==> src/design/shs_pkg.sv <==
package shs_pkg;

  localparam int unsigned SpeedW = 20;
  localparam int unsigned RampW  = 16;
  localparam int unsigned DistW  = 20;
  localparam int unsigned DeltaW = 21;
  localparam int unsigned CfgIdxW  = 3;
  localparam int unsigned CfgDataW = 20;
  localparam int unsigned InDataW  = 8;
  localparam int unsigned OutDataW = 72;

  typedef enum logic [1:0] {
    OP_START  = 2'd0,
    OP_POLL   = 2'd1,
    OP_FINISH = 2'd2
  } op_e;

  typedef enum logic [1:0] {
    ST_OTHER  = 2'd0,
    ST_TARGET = 2'd1,
    ST_STALL  = 2'd2,
    ST_FAULT  = 2'd3
  } status_e;

  typedef enum logic [1:0] {
    PH_FAST    = 2'd0,
    PH_BACKOFF = 2'd1,
    PH_SLOW    = 2'd2,
    PH_DONE    = 2'd3
  } phase_e;

  typedef enum logic [1:0] {
    MK_NONE = 2'd0,
    MK_CONT = 2'd1,
    MK_REL  = 2'd2
  } move_kind_e;

  typedef enum logic [CfgIdxW-1:0] {
    CFG_FAST_SPEED  = 3'd0,
    CFG_FAST_RAMP   = 3'd1,
    CFG_SLOW_SPEED  = 3'd2,
    CFG_SLOW_RAMP   = 3'd3,
    CFG_BACKOFF     = 3'd4,
    CFG_HOME_FWD    = 3'd5,
    CFG_TWO_TOUCH   = 3'd6
  } cfg_idx_e;

  typedef struct packed {
    logic [SpeedW-1:0] fast_speed;
    logic [RampW-1:0]  fast_ramp_ms;
    logic [SpeedW-1:0] slow_speed;
    logic [RampW-1:0]  slow_ramp_ms;
    logic [DistW-1:0]  backoff_distance;
    logic              home_is_forward;
    logic              two_touch_mode;
  } cfg_t;

  // First field in the highest bits.
  typedef struct packed {
    logic       caller_success;
    logic       motor_moving;
    logic [1:0] motor_status;
    logic [1:0] op;
  } req_t;

  typedef struct packed {
    logic                     homed_ok;
    logic                     finished;
    logic signed [DeltaW-1:0] move_delta;
    logic [RampW-1:0]         move_ramp_ms;
    logic [SpeedW-1:0]        move_speed;
    logic                     move_forward;
    logic [1:0]               move_kind;
    logic                     zero_position;
    logic                     halt_now;
    logic                     enable_stall_stop;
    logic                     clear_fault;
    logic                     clear_stall;
  } result_t;

  localparam int unsigned ReqW = $bits(req_t);
  localparam int unsigned ResW = $bits(result_t);

endpackage

==> src/design/stall_homing_sequencer_unit.sv <==
// Stall homing sequencer for a stepper motor without a home switch.
// Requests enter on the s_axis channel: start, status poll or finish, with
// the motor status, moving flag and caller success flag in tdata. Each
// request produces exactly one result on the m_axis channel carrying the
// motor commands (clear, enable stall stop, halt, zero position, move kind,
// direction, speed, ramp, relative delta) and the finished and homed flags.
// Settings are written through cfg_we_i, cfg_index_i and cfg_wdata_i while
// no request is in flight; they take effect for the next request.
// A request is registered on acceptance, decoded against the phase register
// in the following cycle and lands in the output register, from which its
// result is presented. One request per cycle is sustained while the receiver
// takes every result; the phase update is a single register step per request.
// When the receiver stalls, the output register holds its result and the
// input register takes one more request if it is empty, after which
// s_axis_tready_o drops until the receiver drains. Reset empties both
// registers, puts the phase at done with the success flag cleared, and
// restores the settings to zero except for the forward home direction.
module stall_homing_sequencer_unit (
  input  logic                            clk_i,
  input  logic                            rst_ni,
  input  logic                            cfg_we_i,
  input  logic [shs_pkg::CfgIdxW-1:0]     cfg_index_i,
  input  logic [shs_pkg::CfgDataW-1:0]    cfg_wdata_i,
  input  logic                            s_axis_tvalid_i,
  output logic                            s_axis_tready_o,
  // op[1:0], motor_status[3:2], motor_moving[4], caller_success[5], zero[7:6]
  input  logic [shs_pkg::InDataW-1:0]     s_axis_tdata_i,
  output logic                            m_axis_tvalid_o,
  input  logic                            m_axis_tready_i,
  // clear_stall[0], clear_fault[1], enable_stall_stop[2], halt_now[3],
  // zero_position[4], move_kind[6:5], move_forward[7], move_speed[27:8],
  // move_ramp_ms[43:28], move_delta[64:44], finished[65], homed_ok[66],
  // zero[71:67]
  output logic [shs_pkg::OutDataW-1:0]    m_axis_tdata_o
);
  import shs_pkg::*;

  cfg_t    cfg;
  req_t    req;
  result_t res;
  logic    res_valid;
  logic    res_ready;

  assign req = req_t'(s_axis_tdata_i[ReqW-1:0]);

  shs_cfg u_cfg (
    .clk_i       (clk_i),
    .rst_ni      (rst_ni),
    .cfg_we_i    (cfg_we_i),
    .cfg_index_i (cfg_index_i),
    .cfg_wdata_i (cfg_wdata_i),
    .cfg_o       (cfg)
  );

  shs_core u_core (
    .clk_i       (clk_i),
    .rst_ni      (rst_ni),
    .cfg_i       (cfg),
    .req_valid_i (s_axis_tvalid_i),
    .req_ready_o (s_axis_tready_o),
    .req_i       (req),
    .res_valid_o (res_valid),
    .res_ready_i (res_ready),
    .res_o       (res)
  );

  shs_out_reg u_out (
    .clk_i           (clk_i),
    .rst_ni          (rst_ni),
    .res_valid_i     (res_valid),
    .res_ready_o     (res_ready),
    .res_i           (res),
    .m_axis_tvalid_o (m_axis_tvalid_o),
    .m_axis_tready_i (m_axis_tready_i),
    .m_axis_tdata_o  (m_axis_tdata_o)
  );

endmodule

==> src/design/shs_cfg.sv <==
module shs_cfg (
  input  logic                           clk_i,
  input  logic                           rst_ni,
  input  logic                           cfg_we_i,
  input  logic [shs_pkg::CfgIdxW-1:0]    cfg_index_i,
  input  logic [shs_pkg::CfgDataW-1:0]   cfg_wdata_i,
  output shs_pkg::cfg_t                  cfg_o
);
  import shs_pkg::*;

  cfg_t cfg_q, cfg_d;

  always_comb begin
    cfg_d = cfg_q;
    if (cfg_we_i) begin
      case (cfg_idx_e'(cfg_index_i))
        CFG_FAST_SPEED: cfg_d.fast_speed       = cfg_wdata_i[SpeedW-1:0];
        CFG_FAST_RAMP:  cfg_d.fast_ramp_ms     = cfg_wdata_i[RampW-1:0];
        CFG_SLOW_SPEED: cfg_d.slow_speed       = cfg_wdata_i[SpeedW-1:0];
        CFG_SLOW_RAMP:  cfg_d.slow_ramp_ms     = cfg_wdata_i[RampW-1:0];
        CFG_BACKOFF:    cfg_d.backoff_distance = cfg_wdata_i[DistW-1:0];
        CFG_HOME_FWD:   cfg_d.home_is_forward  = cfg_wdata_i[0];
        CFG_TWO_TOUCH:  cfg_d.two_touch_mode   = cfg_wdata_i[0];
        default: ;
      endcase
    end
  end

  always_ff @(posedge clk_i or negedge rst_ni) begin
    if (!rst_ni) begin
      cfg_q <= '{home_is_forward: 1'b1, default: '0};
    end else begin
      cfg_q <= cfg_d;
    end
  end

  assign cfg_o = cfg_q;

endmodule

==> src/design/shs_core.sv <==
module shs_core (
  input  logic             clk_i,
  input  logic             rst_ni,
  input  shs_pkg::cfg_t    cfg_i,
  input  logic             req_valid_i,
  output logic             req_ready_o,
  input  shs_pkg::req_t    req_i,
  output logic             res_valid_o,
  input  logic             res_ready_i,
  output shs_pkg::result_t res_o
);
  import shs_pkg::*;

  logic    in_valid_q, in_valid_d;
  req_t    in_data_q;
  phase_e  phase_q, phase_d;
  logic    success_q, success_d;
  logic    advance;
  result_t res;
  logic [DeltaW-1:0] dist_ext;

  assign advance     = in_valid_q && res_ready_i;
  assign req_ready_o = !in_valid_q || res_ready_i;
  assign in_valid_d  = req_valid_i ? 1'b1 : (advance ? 1'b0 : in_valid_q);
  assign dist_ext    = {1'b0, cfg_i.backoff_distance};

  always_ff @(posedge clk_i or negedge rst_ni) begin
    if (!rst_ni) begin
      in_valid_q <= 1'b0;
    end else if (req_ready_o) begin
      in_valid_q <= in_valid_d;
    end
  end

  always_ff @(posedge clk_i) begin
    if (req_valid_i && req_ready_o) begin
      in_data_q <= req_i;
    end
  end

  always_ff @(posedge clk_i or negedge rst_ni) begin
    if (!rst_ni) begin
      phase_q   <= PH_DONE;
      success_q <= 1'b0;
    end else if (advance) begin
      phase_q   <= phase_d;
      success_q <= success_d;
    end
  end

  always_comb begin
    phase_d   = phase_q;
    success_d = success_q;
    res       = '0;
    case (op_e'(in_data_q.op))
      OP_START: begin
        phase_d               = PH_FAST;
        success_d             = 1'b0;
        res.enable_stall_stop = 1'b1;
        res.clear_stall       = 1'b1;
        res.clear_fault       = 1'b1;
        res.move_kind         = MK_CONT;
        res.move_forward      = cfg_i.home_is_forward;
        res.move_speed        = cfg_i.fast_speed;
        res.move_ramp_ms      = cfg_i.fast_ramp_ms;
      end
      OP_POLL: begin
        case (phase_q)
          PH_FAST: begin
            if (status_e'(in_data_q.motor_status) == ST_STALL) begin
              res.clear_stall = 1'b1;
              if (cfg_i.two_touch_mode) begin
                phase_d          = PH_BACKOFF;
                res.move_kind    = MK_REL;
                res.move_speed   = cfg_i.slow_speed;
                res.move_ramp_ms = cfg_i.slow_ramp_ms;
                res.move_delta   = cfg_i.home_is_forward ? -dist_ext : dist_ext;
              end else begin
                phase_d   = PH_DONE;
                success_d = 1'b1;
              end
            end else if (status_e'(in_data_q.motor_status) == ST_FAULT) begin
              phase_d = PH_DONE;
            end
          end
          PH_BACKOFF: begin
            if (status_e'(in_data_q.motor_status) == ST_TARGET) begin
              phase_d          = PH_SLOW;
              res.halt_now     = 1'b1;
              res.move_kind    = MK_CONT;
              res.move_forward = cfg_i.home_is_forward;
              res.move_speed   = cfg_i.slow_speed;
              res.move_ramp_ms = cfg_i.slow_ramp_ms;
            end else if (status_e'(in_data_q.motor_status) == ST_FAULT) begin
              phase_d = PH_DONE;
            end
          end
          PH_SLOW: begin
            if (status_e'(in_data_q.motor_status) == ST_STALL) begin
              res.clear_stall = 1'b1;
              phase_d         = PH_DONE;
              success_d       = 1'b1;
            end else if (status_e'(in_data_q.motor_status) == ST_FAULT) begin
              phase_d = PH_DONE;
            end
          end
          default: ;
        endcase
      end
      OP_FINISH: begin
        res.halt_now      = in_data_q.motor_moving;
        res.clear_stall   = 1'b1;
        res.clear_fault   = 1'b1;
        res.zero_position = in_data_q.caller_success;
      end
      default: ;
    endcase
    res.finished = (phase_d == PH_DONE);
    res.homed_ok = success_d;
  end

  assign res_valid_o = in_valid_q;
  assign res_o       = res;

  a_success_only_when_done: assert property (@(posedge clk_i) disable iff (!rst_ni)
    success_q |-> phase_q == PH_DONE)
    else $error("success flag set outside the done phase");

  a_start_enters_fast: assert property (@(posedge clk_i) disable iff (!rst_ni)
    advance && in_data_q.op == OP_START |=> phase_q == PH_FAST && !success_q)
    else $error("start request did not enter the fast approach");

  a_backoff_only_from_fast: assert property (@(posedge clk_i) disable iff (!rst_ni)
    advance && res.move_kind == MK_REL |=> phase_q == PH_BACKOFF && $past(phase_q) == PH_FAST)
    else $error("relative move issued outside the fast-to-back-off step");

endmodule

==> src/design/shs_out_reg.sv <==
module shs_out_reg (
  input  logic                              clk_i,
  input  logic                              rst_ni,
  input  logic                              res_valid_i,
  output logic                              res_ready_o,
  input  shs_pkg::result_t                  res_i,
  output logic                              m_axis_tvalid_o,
  input  logic                              m_axis_tready_i,
  output logic [shs_pkg::OutDataW-1:0]      m_axis_tdata_o
);
  import shs_pkg::*;

  logic    valid_q;
  result_t data_q;

  assign res_ready_o = !valid_q || m_axis_tready_i;

  always_ff @(posedge clk_i or negedge rst_ni) begin
    if (!rst_ni) begin
      valid_q <= 1'b0;
    end else if (res_ready_o) begin
      valid_q <= res_valid_i;
    end
  end

  always_ff @(posedge clk_i) begin
    if (res_ready_o && res_valid_i) begin
      data_q <= res_i;
    end
  end

  assign m_axis_tvalid_o = valid_q;
  assign m_axis_tdata_o  = {{(OutDataW - ResW){1'b0}}, data_q};

  a_load_shows_valid: assert property (@(posedge clk_i) disable iff (!rst_ni)
    res_valid_i && res_ready_o |=> m_axis_tvalid_o)
    else $error("accepted result not presented on the output");

endmodule

==> config.mk <==
export PLATFORM = sky130hd
export DESIGN_NAME = stall_homing_sequencer_unit
export DESIGN_NICKNAME = d
export VERILOG_FILES = /design/src/design/shs_pkg.sv /design/src/design/stall_homing_sequencer_unit.sv /design/src/design/shs_cfg.sv /design/src/design/shs_core.sv /design/src/design/shs_out_reg.sv
export SDC_FILE = /design/constraint.sdc
export NUM_CORES = 1
export LEC_CHECK = 0
export BUFFER_PORTS_ARGS = -buffer_cell sky130_fd_sc_hd__buf_4
export CELL_PAD_IN_SITES_DETAIL_PLACEMENT = 1
export CELL_PAD_IN_SITES_GLOBAL_PLACEMENT = 2
export CORE_ASPECT_RATIO = 0.6
export CORE_MARGIN = 1
export CORE_UTILIZATION = 40
export DETAILED_ROUTE_END_ITERATION = 10
export PLACE_DENSITY = 0.84
export SLEW_MARGIN = 20
export SYNTH_ARGS = -nofsm -noshare
export SYNTH_HDL_FRONTEND = slang
export SYNTH_HIERARCHICAL = 1
export SYNTH_SLANG_ARGS = --single-unit
==> constraint.sdc <==
create_clock -name clk_i -period 2.26 [get_ports clk_i]
set_input_delay 0.339 -clock clk_i [delete_from_list [all_inputs] [get_ports clk_i]]
set_output_delay 0.339 -clock clk_i [all_outputs]
set_load 0.01 [all_outputs]
---- Word-level counts from Yosys, hierarchy flattened ----
Index checks and enable logic that the tools add are counted.
word-level totals
  RAM bits ................................ 0
  register bits ........................... 172
  ROM bits ................................ 0
  latch bits .............................. 0
  word-level logic and storage cells ...... 97
  memories ................................ 0
  output and inout port bits .............. 74
  bits of input ports ..................... 36
cells by class
  divide/modulo/power cells ............... 0
  eq/ne operators ......................... 14
  order comparisons ....................... 0
  bitwise operators ....................... 0
  multipliers ............................. 0
  multiplexer cells ....................... 32
  $add $sub $neg .......................... 1
  shift-type cells ........................ 0
  reductions and logical operators ........ 22
operators with widths
  operator              number
  $pmux W39 S2          1
  $mux W36              2
  $pmux W36 S2          1
  $mux W39              1
  $neg A20 Y21          1
  $mux W20              1
  $reduce_and A2 Y1     8
  $mux W2               7
  $mux W1               12
  $eq A2 B2 Y1 const B  5
  $eq A3 B3 Y1 const B  3
  $pmux W1 S2           4
  $pmux W2 S2           2
  $eq A2 B1 Y1 const B  3
  $eq A3 B2 Y1 const B  2
  $pmux W2 S3           1
  $reduce_and A5 Y1     1
  $logic_not A2 Y1      2
  $reduce_and A4 Y1     1
  $reduce_or A2 Y1      2
  $eq A3 B1 Y1 const B  1
  $logic_not A3 Y1      1
  $logic_and A1 B1 Y1   2
  $logic_not A1 Y1      2
  2 further kinds       3

---- Logic depth before layout (Yosys ltp) ----
Gate-level depths: netlist of run 1.
  depth in word-level cells ............... 6
  mapped depth ............................ 7
  depth with buffers taken out ............ 7

---- Cells and area by module ----
The synthesis of run 1 kept the hierarchy.
modules (own cells, without submodules)
  module       sequential area each (um^2)  area each (um^2)  cells an instance  instances
  shs_cfg      2353.5                       3548.4            204                1
  shs_out_reg  2037.0                       2107.0            77                 1
  shs_core     282.8                        1423.9            178                1

---- Least setup slack after synthesis of run 1 ----
No wires, ideal clock.
  path kind ............................... flip-flop to flip-flop
  from .................................... reg u_cfg.cfg_q, in the netlist u_cfg/cfg_o[11]
  to ...................................... reg u_out.data_q, in the netlist u_out/m_axis_tdata_o[58] (data pin)
  path buffers ............................ 0
  path slack .............................. 484 ps
  cell stages (with the launch flop) ...... 6
  period minus slack after synthesis ...... 1776 ps
  data required time ...................... 1994 ps
  data arrival time ....................... 1510 ps
  setup time .............................. 266 ps
  cells stage by stage .................... dfrtp_1 > or3_1 > or4_1 > o21ai_2 > xor2_1 > nor2_1
between the ends
  longest elaborated chain between the ends .. 2
RTL lines
  what                      RTL line           source
  start: declaration        shs_cfg.sv:11      cfg_t cfg_q, cfg_d;
  start signal: assignment  shs_cfg.sv:33      cfg_q <= cfg_d;
  $neg A20 Y21              shs_core.sv:77     res.move_delta = cfg_i.home_is_forward ? -dist_ext : dist_ext;
  $mux W20                  shs_core.sv:77
  end signal: assignment    shs_out_reg.sv:28  data_q <= res_i;
  end: declaration          shs_out_reg.sv:14  result_t data_q;
Every way passes these cells.
A chain may end at the register's enable or synchronous reset.

---- Worst setup path after layout of run 1 ----
  from .................................... reg u_cfg.cfg_q, in the netlist u_cfg/cfg_o[15]
  to ...................................... reg u_out.data_q, in the netlist u_out/m_axis_tdata_o[62] (data pin)
Same word-level chain as after synthesis.

==> results of run 1 <==
-- cells in the final DEF, fill, tap and decap left out, types with 2 or more instances in the layout --
cell and n:
nand2_1 10, edfxtp_1 73, and2_1 3, nand3_1 2
nor2_1 26, clkinvlp_4 2, dfrtp_1 96, clkbuf_16 17
a22o_1 37, nand4_1 2, nand2b_1 7, and4bb_2 2
nor3_1 2, nor2b_1 2, o31ai_1 5, buf_12 5
bufinv_16 3, clkinv_1 3, clkbuf_1 2, inv_1 6
buf_4 115, xor2_1 17, mux2_2 94, nor4_1 3
conb_1 5, or2_2 2, or3_1 2, clkinv_2 3
ha_1 5, dfstp_2 3, or4_1 2, o21ai_0 7
nand4b_1 2
-- registers in the layout, summed over array words and instances (netlist names) --
name and flops:
u_cfg/cfg_o 94, u_out/m_axis_tdata_o 67, u_core/in_data_q 6, u_core/phase_q 2, u_core/res_valid_o 1, u_core/success_q 1, u_out/m_axis_tvalid_o 1
-- Yosys cell counts, drive strengths merged, types with 3 or more instances --
master  count
clkbuf     11
dfrtp      96
buf        15
dfstp       3
nand4b      3
nand2      11
nor2       26
o31ai       6
nor4        4
o21ai       8
inv         6
xor2       17
mux2       95
edfxtp     73
and2        4
nand2b      8
a22o       37
ha          5
-- metrics by stage --
stage	hold WS (ps)	setup slack [ps]	util, %	total power [W]
3_3_place_gp	362	322	47.9	0.00541
4_1_cts	67.8	147	51.3	0.00848
3_5_place_dp	374	166	47.9	0.00553
2_1_floorplan	43.4	484	-	0.00495
5_1_grt	60.5	38.9	51.3	0.00877
6_report	87.9	186	51.3	0.00838
-- report_power, final --
| group | switching, W | total [W] | internal [W] |
|---|---|---|---|
| combinational | 0.000582 | 0.00127 | 0.000688 |
| sequential | 0.000385 | 0.00421 | 0.00382 |
| clock | 0.00118 | 0.00290 | 0.00172 |
-- final timing paths --
kind,start,end,slack (ps),depth (start not counted)
min in group asynchronous,rst_ni,u_cfg/cfg_o[23]$_DFFE_PN0P_,450,2
max in group asynchronous,rst_ni,u_cfg/cfg_o[1]$_DFFE_PN1P_,1150,3
min,s_axis_tdata_i[5],u_core/in_data_q[5]$_DFFE_PP_,90,1
min reg2reg,u_cfg/cfg_o[89]$_DFFE_PN0P_,u_cfg/cfg_o[89]$_DFFE_PN0P_,510,1
max reg2reg,u_cfg/cfg_o[15]$_DFFE_PN0P_,u_out/m_axis_tdata_o[62]$_DFFE_PP_,190,5
max,u_cfg/cfg_o[15]$_DFFE_PN0P_,u_out/m_axis_tdata_o[62]$_DFFE_PP_,190,5
-- cell type report --
type	instances	share of cell area, %
Multi-Input combinational cell	259	25.9
Clock buffer	19	4.90
Tap cell	234	3.31
Clock inverter	13	1.69
Inverter	6	0.255
Timing Repair Buffer	121	11.0
Sequential cell	172	52.9
-- metal layers --
metal / part of all wire (%) / routed length (um) / up-vias / track usage (%)
li1: - / - / 1926 / -
met5: 0 / 0 / - / 0
met2: 48 / 8030 / 85 / 31.0
met1: 47 / 7880 / 2224 / 26.8
met3: 3.8 / 630 / 16 / 5.06
met4: 1.5 / 246 / 0 / 6.70
-- worst register-to-register path, delay by kind of cell, from the launching register on --
kind	cells	cell delay [ps]
AO/OA/AOI/OAI	1	280
XOR/XNOR	1	170
flip-flops	1	410
AND/OR/NAND/NOR	3	960
-- kinds of logic after synthesis --
logic type               count (synthesis)  synth area share (%)
AO/OA/AOI/OAI                           59                  6.93
XOR/XNOR                                18                  2.23
adder cells (fa/ha/maj)                  5                 0.884
buffers and inverters                   32                  2.30
flip-flops                             172                  66.0
multiplexers                            96                  15.3
other                                    1                0.0530
AND/OR/NAND/NOR                         76                  6.34
-- timing repair --
action,CTS,global route
gates resized for setup,0,0
hold buffers,1,0
hold endpoints to repair,34,0
==> results.sh, run 1 <==
export IMPL_wl_per_cell_um=20.4
export IMPL_grt_pass1_vias=4641
export IMPL_insertion_delay_ps=430
export IMPL_setup_violations=0
export IMPL_wl_um=16800
export IMPL_vias=4251
export IMPL_yosysWarnings=6
export IMPL_n_antenna_cell=0
export IMPL_remaining_drc_errors=0
export IMPL_relSlewSlack_pct=56.7
export IMPL_syn_avg_cell_area_um2=15.4
export IMPL_seq_area_frac_synth_pct=66.0
export IMPL_synth_cell_types=51
export IMPL_io_pins=110
export IMPL_critical_path_buf_inv_count=0
export IMPL_crit_arrival_ps=2250
export IMPL_drive_gt1_share_pct=43.9
export IMPL_grt_pass1_wl_um=26900
export IMPL_layout_nets=618
export IMPL_cap_violations=0
export IMPL_path_class="flip-flop to flip-flop"
export IMPL_multiInputGateArea_um2=2290
export IMPL_synth_seq_cells=172
export IMPL_overflow=0
export IMPL_final_setup_tns_ps=0
export IMPL_crit_chain="nor4_1, nand4_1, o31ai_2, xor2_1, nor2_1"
export IMPL_period_share_pct=91.8
export IMPL_min_path_type="input pin to flip-flop"
export IMPL_synth_cells=459
export IMPL_cts_buffers=17
export IMPL_seqCellArea_um2=4670
export IMPL_grt_max_degree=42
export IMPL_cts_root_buf="clkbuf_16"
export IMPL_first_iter_violations=214
export IMPL_max_stage_delay_ps=610
export IMPL_cts_setup_buffers=0
export IMPL_synth_edf_count=73
export IMPL_clk_pin_slew_ps=70
export IMPL_die_area_um2=18300
export IMPL_htreeDepth=4
export IMPL_netlist_area_um2=7080
export IMPL_via_per_inst=5.16
export IMPL_initial_core_util_pct=41.1
export IMPL_die_height_um=105
export IMPL_routabilityCongestion=0.803
export IMPL_synth_top_cell_by_area="dfrtp_1"
export IMPL_port_buffers=102
export IMPL_min_period_ps=2070
export IMPL_final_antenna_net_count=0
export IMPL_synth_top_area_share_pct=33.9
export IMPL_slowest_stage="nor4_1"
export IMPL_clock_path_buffers=2
export IMPL_synth_async_reset_ratio_pct=57.6
export IMPL_fmax_mhz=482
export IMPL_rsz0062_at_grt="false"
export IMPL_cp_required_ps=2430
export IMPL_post_dp_hpwl_um=11500
export IMPL_firstDrtPassIters=4
export IMPL_nFillCells=1689
export IMPL_die_w_um=174
export IMPL_syn2layout_area_growth_pct=24.8
export IMPL_final_setup_skew_ps=9.22
export IMPL_antenna_found_initial=0
export IMPL_status="completed"
export IMPL_core_um2=17200
export IMPL_finalHoldViolations=0
export IMPL_dpl_cell_area_um2=8240
export IMPL_final_cells=824
export IMPL_clock_sinks=172
export IMPL_critical_path_top_delay_family="simple AND/OR/NAND/NOR gates"
export IMPL_power_leakage_nw=3.67
export IMPL_ys_flop_type="dfrtp_1"
export IMPL_grt_usage_pct=19.8
export IMPL_ir_drop_v=0.000422
export IMPL_critPathCaptureType="flip-flop"
export IMPL_rows=37
export IMPL_cts_tree="built"
export IMPL_design_area_um2=8830
export IMPL_cp_max_fo=4
export IMPL_worst_setup_path_start_kind="flip-flop"
export IMPL_slew_viol_final=0
export IMPL_synthTopCellsByArea="dfrtp_1 34%, edfxtp_1 31%, mux2_2 15%, a22o_1 4.6%, xor2_1 2.1%"
export IMPL_worst_slew_pin_slew_ps=644
export IMPL_dp_cells=791
export IMPL_power_density_nw_per_um2=949
Power figures use the tool's default switching activity.
==> inputs of run 2 (changes only) <==
Settings changed: PLACE_DENSITY 0.84 to 0.86.
==> run 2 against run 1 <==
Effect of this change:
- setup slack got worse by 15 ps
- via count up 2.1%
- clock skew grew 5.2 ps
- utilization fell by 0.058 points
- die area unchanged
- highest routed layer unchanged
==> results.sh, run 2 (synthesized netlist as in run 1, its figures left out) <==
export IMPL_status="completed"
export IMPL_n_antenna_cell=0
export IMPL_routabilityCongestion=0.769
export IMPL_clock_path_buffers=2
export IMPL_wl_per_cell_um=20.7
export IMPL_wl_um=17000
export IMPL_cts_root_buf="clkbuf_16"
export IMPL_grt_pass1_wl_um=26800
export IMPL_largest_reg_flops=94
export IMPL_rows=37
export IMPL_via_per_inst=5.27
export IMPL_worst_setup_path_start_kind="flip-flop"
export IMPL_final_antenna_net_count=0
export IMPL_layout_common_cells="117 x buf_4, 96 x dfrtp_1, 94 x mux2_2, 73 x edfxtp_1, 37 x a22o_1"
export IMPL_cts_buffers=17
export IMPL_io_pins=110
export IMPL_cp_startpoint="u_cfg/cfg_o[2]$_DFFE_PN0P_"
export IMPL_ir_drop_v=0.000486
export IMPL_worst_r2r_startpoint="u_cfg/cfg_o[2]$_DFFE_PN0P_"
export IMPL_layout_nets=618
export IMPL_post_dp_hpwl_um=11300
export IMPL_period_share_pct=92.4
export IMPL_setup_violations=0
export IMPL_power_density_nw_per_um2=961
export IMPL_drive_gt1_share_pct=44.1
export IMPL_post_cts_resized=0
export IMPL_grt_pass1_vias=4642
export IMPL_grt_max_degree=57
export IMPL_final_setup_skew_ps=14.5
export IMPL_layout_commonest_cell="buf_4"
export IMPL_finalHoldViolations=0
export IMPL_slew_viol_final=0
export IMPL_reg2reg_depth=8
export IMPL_vias=4341
export IMPL_insertion_delay_ps=420
export IMPL_die_height_um=105
export IMPL_crit_arrival_ps=2270
export IMPL_rsz0062_at_grt="false"
export IMPL_power_leakage_nw=3.67
export IMPL_cp_required_ps=2440
export IMPL_cap_violations=0
export IMPL_initial_core_util_pct=41.1
export IMPL_cts_tree="built"
export IMPL_clock_sinks=172
export IMPL_die_area_um2=18300
export IMPL_overflow=0
export IMPL_cp_max_fo=5
export IMPL_first_iter_violations=248
export IMPL_firstDrtPassIters=4
export IMPL_syn2layout_area_growth_pct=24.6
export IMPL_remaining_drc_errors=0
export IMPL_grt_usage_pct=19.6
export IMPL_pre_cts_slack_ps=225
export IMPL_final_setup_tns_ps=0
export IMPL_path_class="flip-flop to flip-flop"
export IMPL_clk_pin_slew_ps=70
export IMPL_htreeDepth=4
export IMPL_antenna_found_initial=0
export IMPL_fmax_mhz=479
export IMPL_setup_slack_ps=171
export IMPL_whs_path_depth=1
export IMPL_relSlewSlack_pct=49.1
export IMPL_die_w_um=174
export IMPL_core_um2=17200
export IMPL_critPathCaptureType="flip-flop"
export IMPL_min_from="s_axis_tdata_i[2]"
export IMPL_worst_slew_pin_slew_ps=764
export IMPL_port_buffers=102
export IMPL_min_path_type="input pin to flip-flop"
export IMPL_min_period_ps=2090
==> run 2: changes by cell type in the layout (fill, tap and decap cells not counted), moves of 2 or more <==
cell / previous run / this run
clkinv_4: 1 / 3
buf_4: 115 / 117
clkbuf_1: 2 / 4
buf_12: 5 / 3
clkinv_1: 3 / 0
==> run 2: timing repair <==
action,4_1_cts,5_1_grt
buffers inserted,0,0
hold buffers,1,0
hold endpoints to repair,5,0
==> run 2: power by group <==
part	total, W	internal, W	leakage [nW]	switching, W
Clock	0.00300	0.00178	0.289	0.00122
Sequential	0.00421	0.00382	1.91	0.000389
Combinational	0.00127	0.000687	1.48	0.000583
==> run 2: final cells by class <==
| type | instances | area [um2] |
|---|---|---|
| well taps | 234 | 293 |
| flip-flops and latches | 172 | 4670 |
| inverters | 6 | 22.5 |
| multi-input cells | 259 | 2290 |
| clock inverters | 10 | 143 |
| fillers | 1686 | 8400 |
| repair buffers | 121 | 948 |
| clock buffers | 22 | 454 |
==> run 2: per-stage QoR <==
stage               area [um2]  hold slack, ps  power (W)  cells  util, %
global route              8820            67.5    0.00883    824     51.2
detailed placement        8220             455    0.00553    791     47.7
CTS                       8820            67.1    0.00855    824     51.2
finish                    8820            87.6    0.00848    824     51.2
floorplan                 7090            43.4    0.00495    463        -
global placement          8220             435    0.00541    791     47.7
==> run 2: final timing paths <==
check / end / slack, ps
max in group asynchronous: u_cfg/cfg_o[81]$_DFFE_PN0P_ / 960
min reg2reg: u_cfg/cfg_o[33]$_DFFE_PN0P_ / 510
min in group asynchronous: u_cfg/cfg_o[61]$_DFFE_PN0P_ / 520
min: u_core/in_data_q[2]$_DFFE_PP_ / 90
max reg2reg: u_out/m_axis_tdata_o[62]$_DFFE_PP_ / 170
max: u_out/m_axis_tdata_o[62]$_DFFE_PP_ / 170
==> run 2: worst max-delay path, cell delays in order (launching register included) <==
cell and delay (ps):
dfrtp_1 430, inv_1 100, ha_1 190, nor3b_1 200, buf_4 170, nand4_1 220, o31ai_2 290, xor2_1 180
nor2_1 70
==> run 2: metal layers <==
metal | up-vias | wire length, um | global-route usage (%)
met1 | 2275 | 7870 | 27.0
met3 | 18 | 761 | 4.08
met2 | 115 | 8210 | 31.1
met5 | - | 0 | 0
met4 | 0 | 172 | 6.52
li1 | 1933 | - | -
==> inputs of run 3 (changes only) <==
--- a/config.mk
+++ b/config.mk
@@ -11,7 +11,7 @@
 export CORE_ASPECT_RATIO = 0.6
 export CORE_MARGIN = 1
-export CORE_UTILIZATION = 40
+export CORE_UTILIZATION = 43
 export DETAILED_ROUTE_END_ITERATION = 10
-export PLACE_DENSITY = 0.86
+export PLACE_DENSITY = 0.91
 export SLEW_MARGIN = 20
 export SYNTH_ARGS = -nofsm -noshare
==> constraint.sdc (replaced) <==
create_clock -name clk_i -period 2.5 [get_ports clk_i]
set_input_delay 0.375 -clock clk_i [delete_from_list [all_inputs] [get_ports clk_i]]
set_output_delay 0.375 -clock clk_i [all_outputs]
set_load 0.005 [all_outputs]
==> run 3 against run 2 <==
Effect of this change:
- critical path depth fell by 3
- via count shrank 0.81%
- total power fell by 11%
- first-iteration DRC count down 9.7%
- non-clock buffer count decreased by 7
- setup slack better by 67 ps
- sequential power is 9.5% lower
- sequential share of layout area up 0.67 points
- wire length increased by 0.76%
- design area decreased by 1.2%
- clock-buffer cell count shrank 3
- largest cell class unchanged
==> results.sh, run 3 (synthesized netlist as in run 1, its figures left out) <==
export IMPL_htreeDepth=4
export IMPL_grt_usage_pct=21.1
export IMPL_die_area_um2=17000
export IMPL_firstDrtPassIters=4
export IMPL_cp_required_ps=2670
export IMPL_largest_reg_flops=94
export IMPL_layout_nets=611
export IMPL_pwr_share_comb_pct=14.9
export IMPL_die_height_um=101
export IMPL_grt_pass1_wl_um=26700
export IMPL_worst_setup_path_start_kind="flip-flop"
export IMPL_cts_hold_buf=1
export IMPL_clk_pin_slew_ps=70
export IMPL_grt_pass1_vias=4577
export IMPL_clock_sinks=172
export IMPL_syn2layout_area_growth_pct=23.1
export IMPL_drive_gt1_share_pct=43.7
export IMPL_finalHoldViolations=0
export IMPL_routabilityCongestion=0.797
export IMPL_period_share_pct=90.5
export IMPL_rsz0062_at_grt="false"
export IMPL_worst_slew_pin_slew_ps=733
export IMPL_port_buffers=102
export IMPL_crit_arrival_ps=2430
export IMPL_overflow=0
export IMPL_slew_viol_final=0
export IMPL_post_cts_resized=0
export IMPL_min_path_type="input pin to flip-flop"
export IMPL_remaining_drc_errors=0
export IMPL_relSlewSlack_pct=50.7
export IMPL_n_antenna_cell=0
export IMPL_min_period_ps=2260
export IMPL_p_seq_share_pct=50.7
export IMPL_p_clk_share_pct=34.4
export IMPL_path_class="flip-flop to flip-flop"
export IMPL_insertion_delay_ps=420
export IMPL_io_pins=110
export IMPL_ir_drop_v=0.000437
export IMPL_fin_hold_ws_ps=129
export IMPL_power_density_nw_per_um2=863
export IMPL_whs_path_depth=1
export IMPL_nFillCells=1520
export IMPL_antenna_found_initial=0
export IMPL_cts_root_buf="clkbuf_16"
export IMPL_clock_path_buffers=2
export IMPL_power_leakage_nw=3.61
export IMPL_cts_buffers=17
export IMPL_first_iter_violations=224
export IMPL_p_int_w=0.00554
export IMPL_cts_setup_buffers=0
export IMPL_core_um2=15700
export IMPL_grt_max_degree=46
export IMPL_vias=4306
export IMPL_cp_max_fo=4
export IMPL_cts_tree="built"
export IMPL_initial_core_util_pct=45.0
export IMPL_wl_um=17100
export IMPL_wl_per_cell_um=21.8
export IMPL_layout_common_cells="110 x buf_4, 96 x dfrtp_1, 94 x mux2_2, 73 x edfxtp_1, 37 x a22o_1"
export IMPL_status="completed"
export IMPL_post_dp_hpwl_um=11000
export IMPL_swShare_pct=26.3
export IMPL_rows=35
export IMPL_final_setup_skew_ps=9.96
export IMPL_cap_violations=0
export IMPL_final_setup_tns_ps=0
export IMPL_reg2reg_depth=5
export IMPL_netSwitchingPower_w=0.00198
export IMPL_critPathCaptureType="flip-flop"
export IMPL_final_antenna_net_count=0
export IMPL_die_w_um=168
export IMPL_setup_violations=0
export IMPL_fmax_mhz=442
export IMPL_via_per_inst=5.48
export IMPL_layout_commonest_cell="buf_4"
==> run 3: power groups by stage <==
| stage | clock network [W] | logic [W] | registers, W |
|---|---|---|---|
| floorplan | 0 | 0.000694 | 0.00374 |
| global placement | 0 | 0.00103 | 0.00380 |
| detailed placement | 0 | 0.00110 | 0.00385 |
| CTS | 0.00265 | 0.00113 | 0.00382 |
| global route | 0.00275 | 0.00121 | 0.00388 |
| finish | 0.00259 | 0.00112 | 0.00381 |
==> run 3: area by class of cell <==
type / instances / area, um2 / area share (%)
tap: 203 / 254 / 2.91
inverter: 6 / 22.5 / 0.258
sequential: 172 / 4670 / 53.6
multi-input combinational: 259 / 2290 / 26.3
clock buffer: 19 / 433 / 4.97
clock inverter: 13 / 145 / 1.67
timing repair buffer: 114 / 896 / 10.3
==> run 3: worst max-delay path, stage by stage (launching register included) <==
cell and delay (ps):
dfrtp_1 420, nor4_1 670, nand4_1 290, o21ai_0 310, xor2_1 230, nor2_1 80
==> run 3: path summary, 6_finish.rpt <==
path	startpoint	end	slack, ps
setup / recovery	u_cfg/cfg_o[15]$_DFFE_PN0P_	u_out/m_axis_tdata_o[63]$_DFFE_PP_	240
hold / removal	s_axis_tdata_i[5]	u_core/in_data_q[5]$_DFFE_PP_	130
setup reg to reg	u_cfg/cfg_o[15]$_DFFE_PN0P_	u_out/m_axis_tdata_o[63]$_DFFE_PP_	240
hold reg to reg	u_cfg/cfg_o[88]$_DFFE_PN0P_	u_cfg/cfg_o[88]$_DFFE_PN0P_	510
max in group asynchronous	rst_ni	u_core/phase_q[1]$_DFFE_PN1P_	1280
min in group asynchronous	rst_ni	u_cfg/cfg_o[55]$_DFFE_PN0P_	510
==> run 3: routing by layer <==
layer / share of wire (%) / track usage (%) / wire, um / vias up
met4: 1.2 / 6.42 / 198 / 0
met5: 0 / 0 / 0 / -
met1: 45 / 27.3 / 7730 / 2249
li1: - / - / - / 1919
met3: 3.9 / 4.73 / 670 / 19
met2: 50 / 36.1 / 8540 / 119
==> run 3: through the flow <==
| step | worst slack, ps | std cells | total power (W) | area, um2 | utilization, % |
|---|---|---|---|---|---|
| floorplan | 724 | 463 | 0.00443 | 7090 | - |
| global placement | 495 | 753 | 0.00484 | 8130 | 51.7 |
| detailed placement | 372 | 753 | 0.00495 | 8130 | 51.7 |
| CTS | 242 | 786 | 0.00760 | 8710 | 55.4 |
| global route | 143 | 786 | 0.00784 | 8710 | 55.4 |
| finish | 238 | 786 | 0.00752 | 8710 | 55.4 |
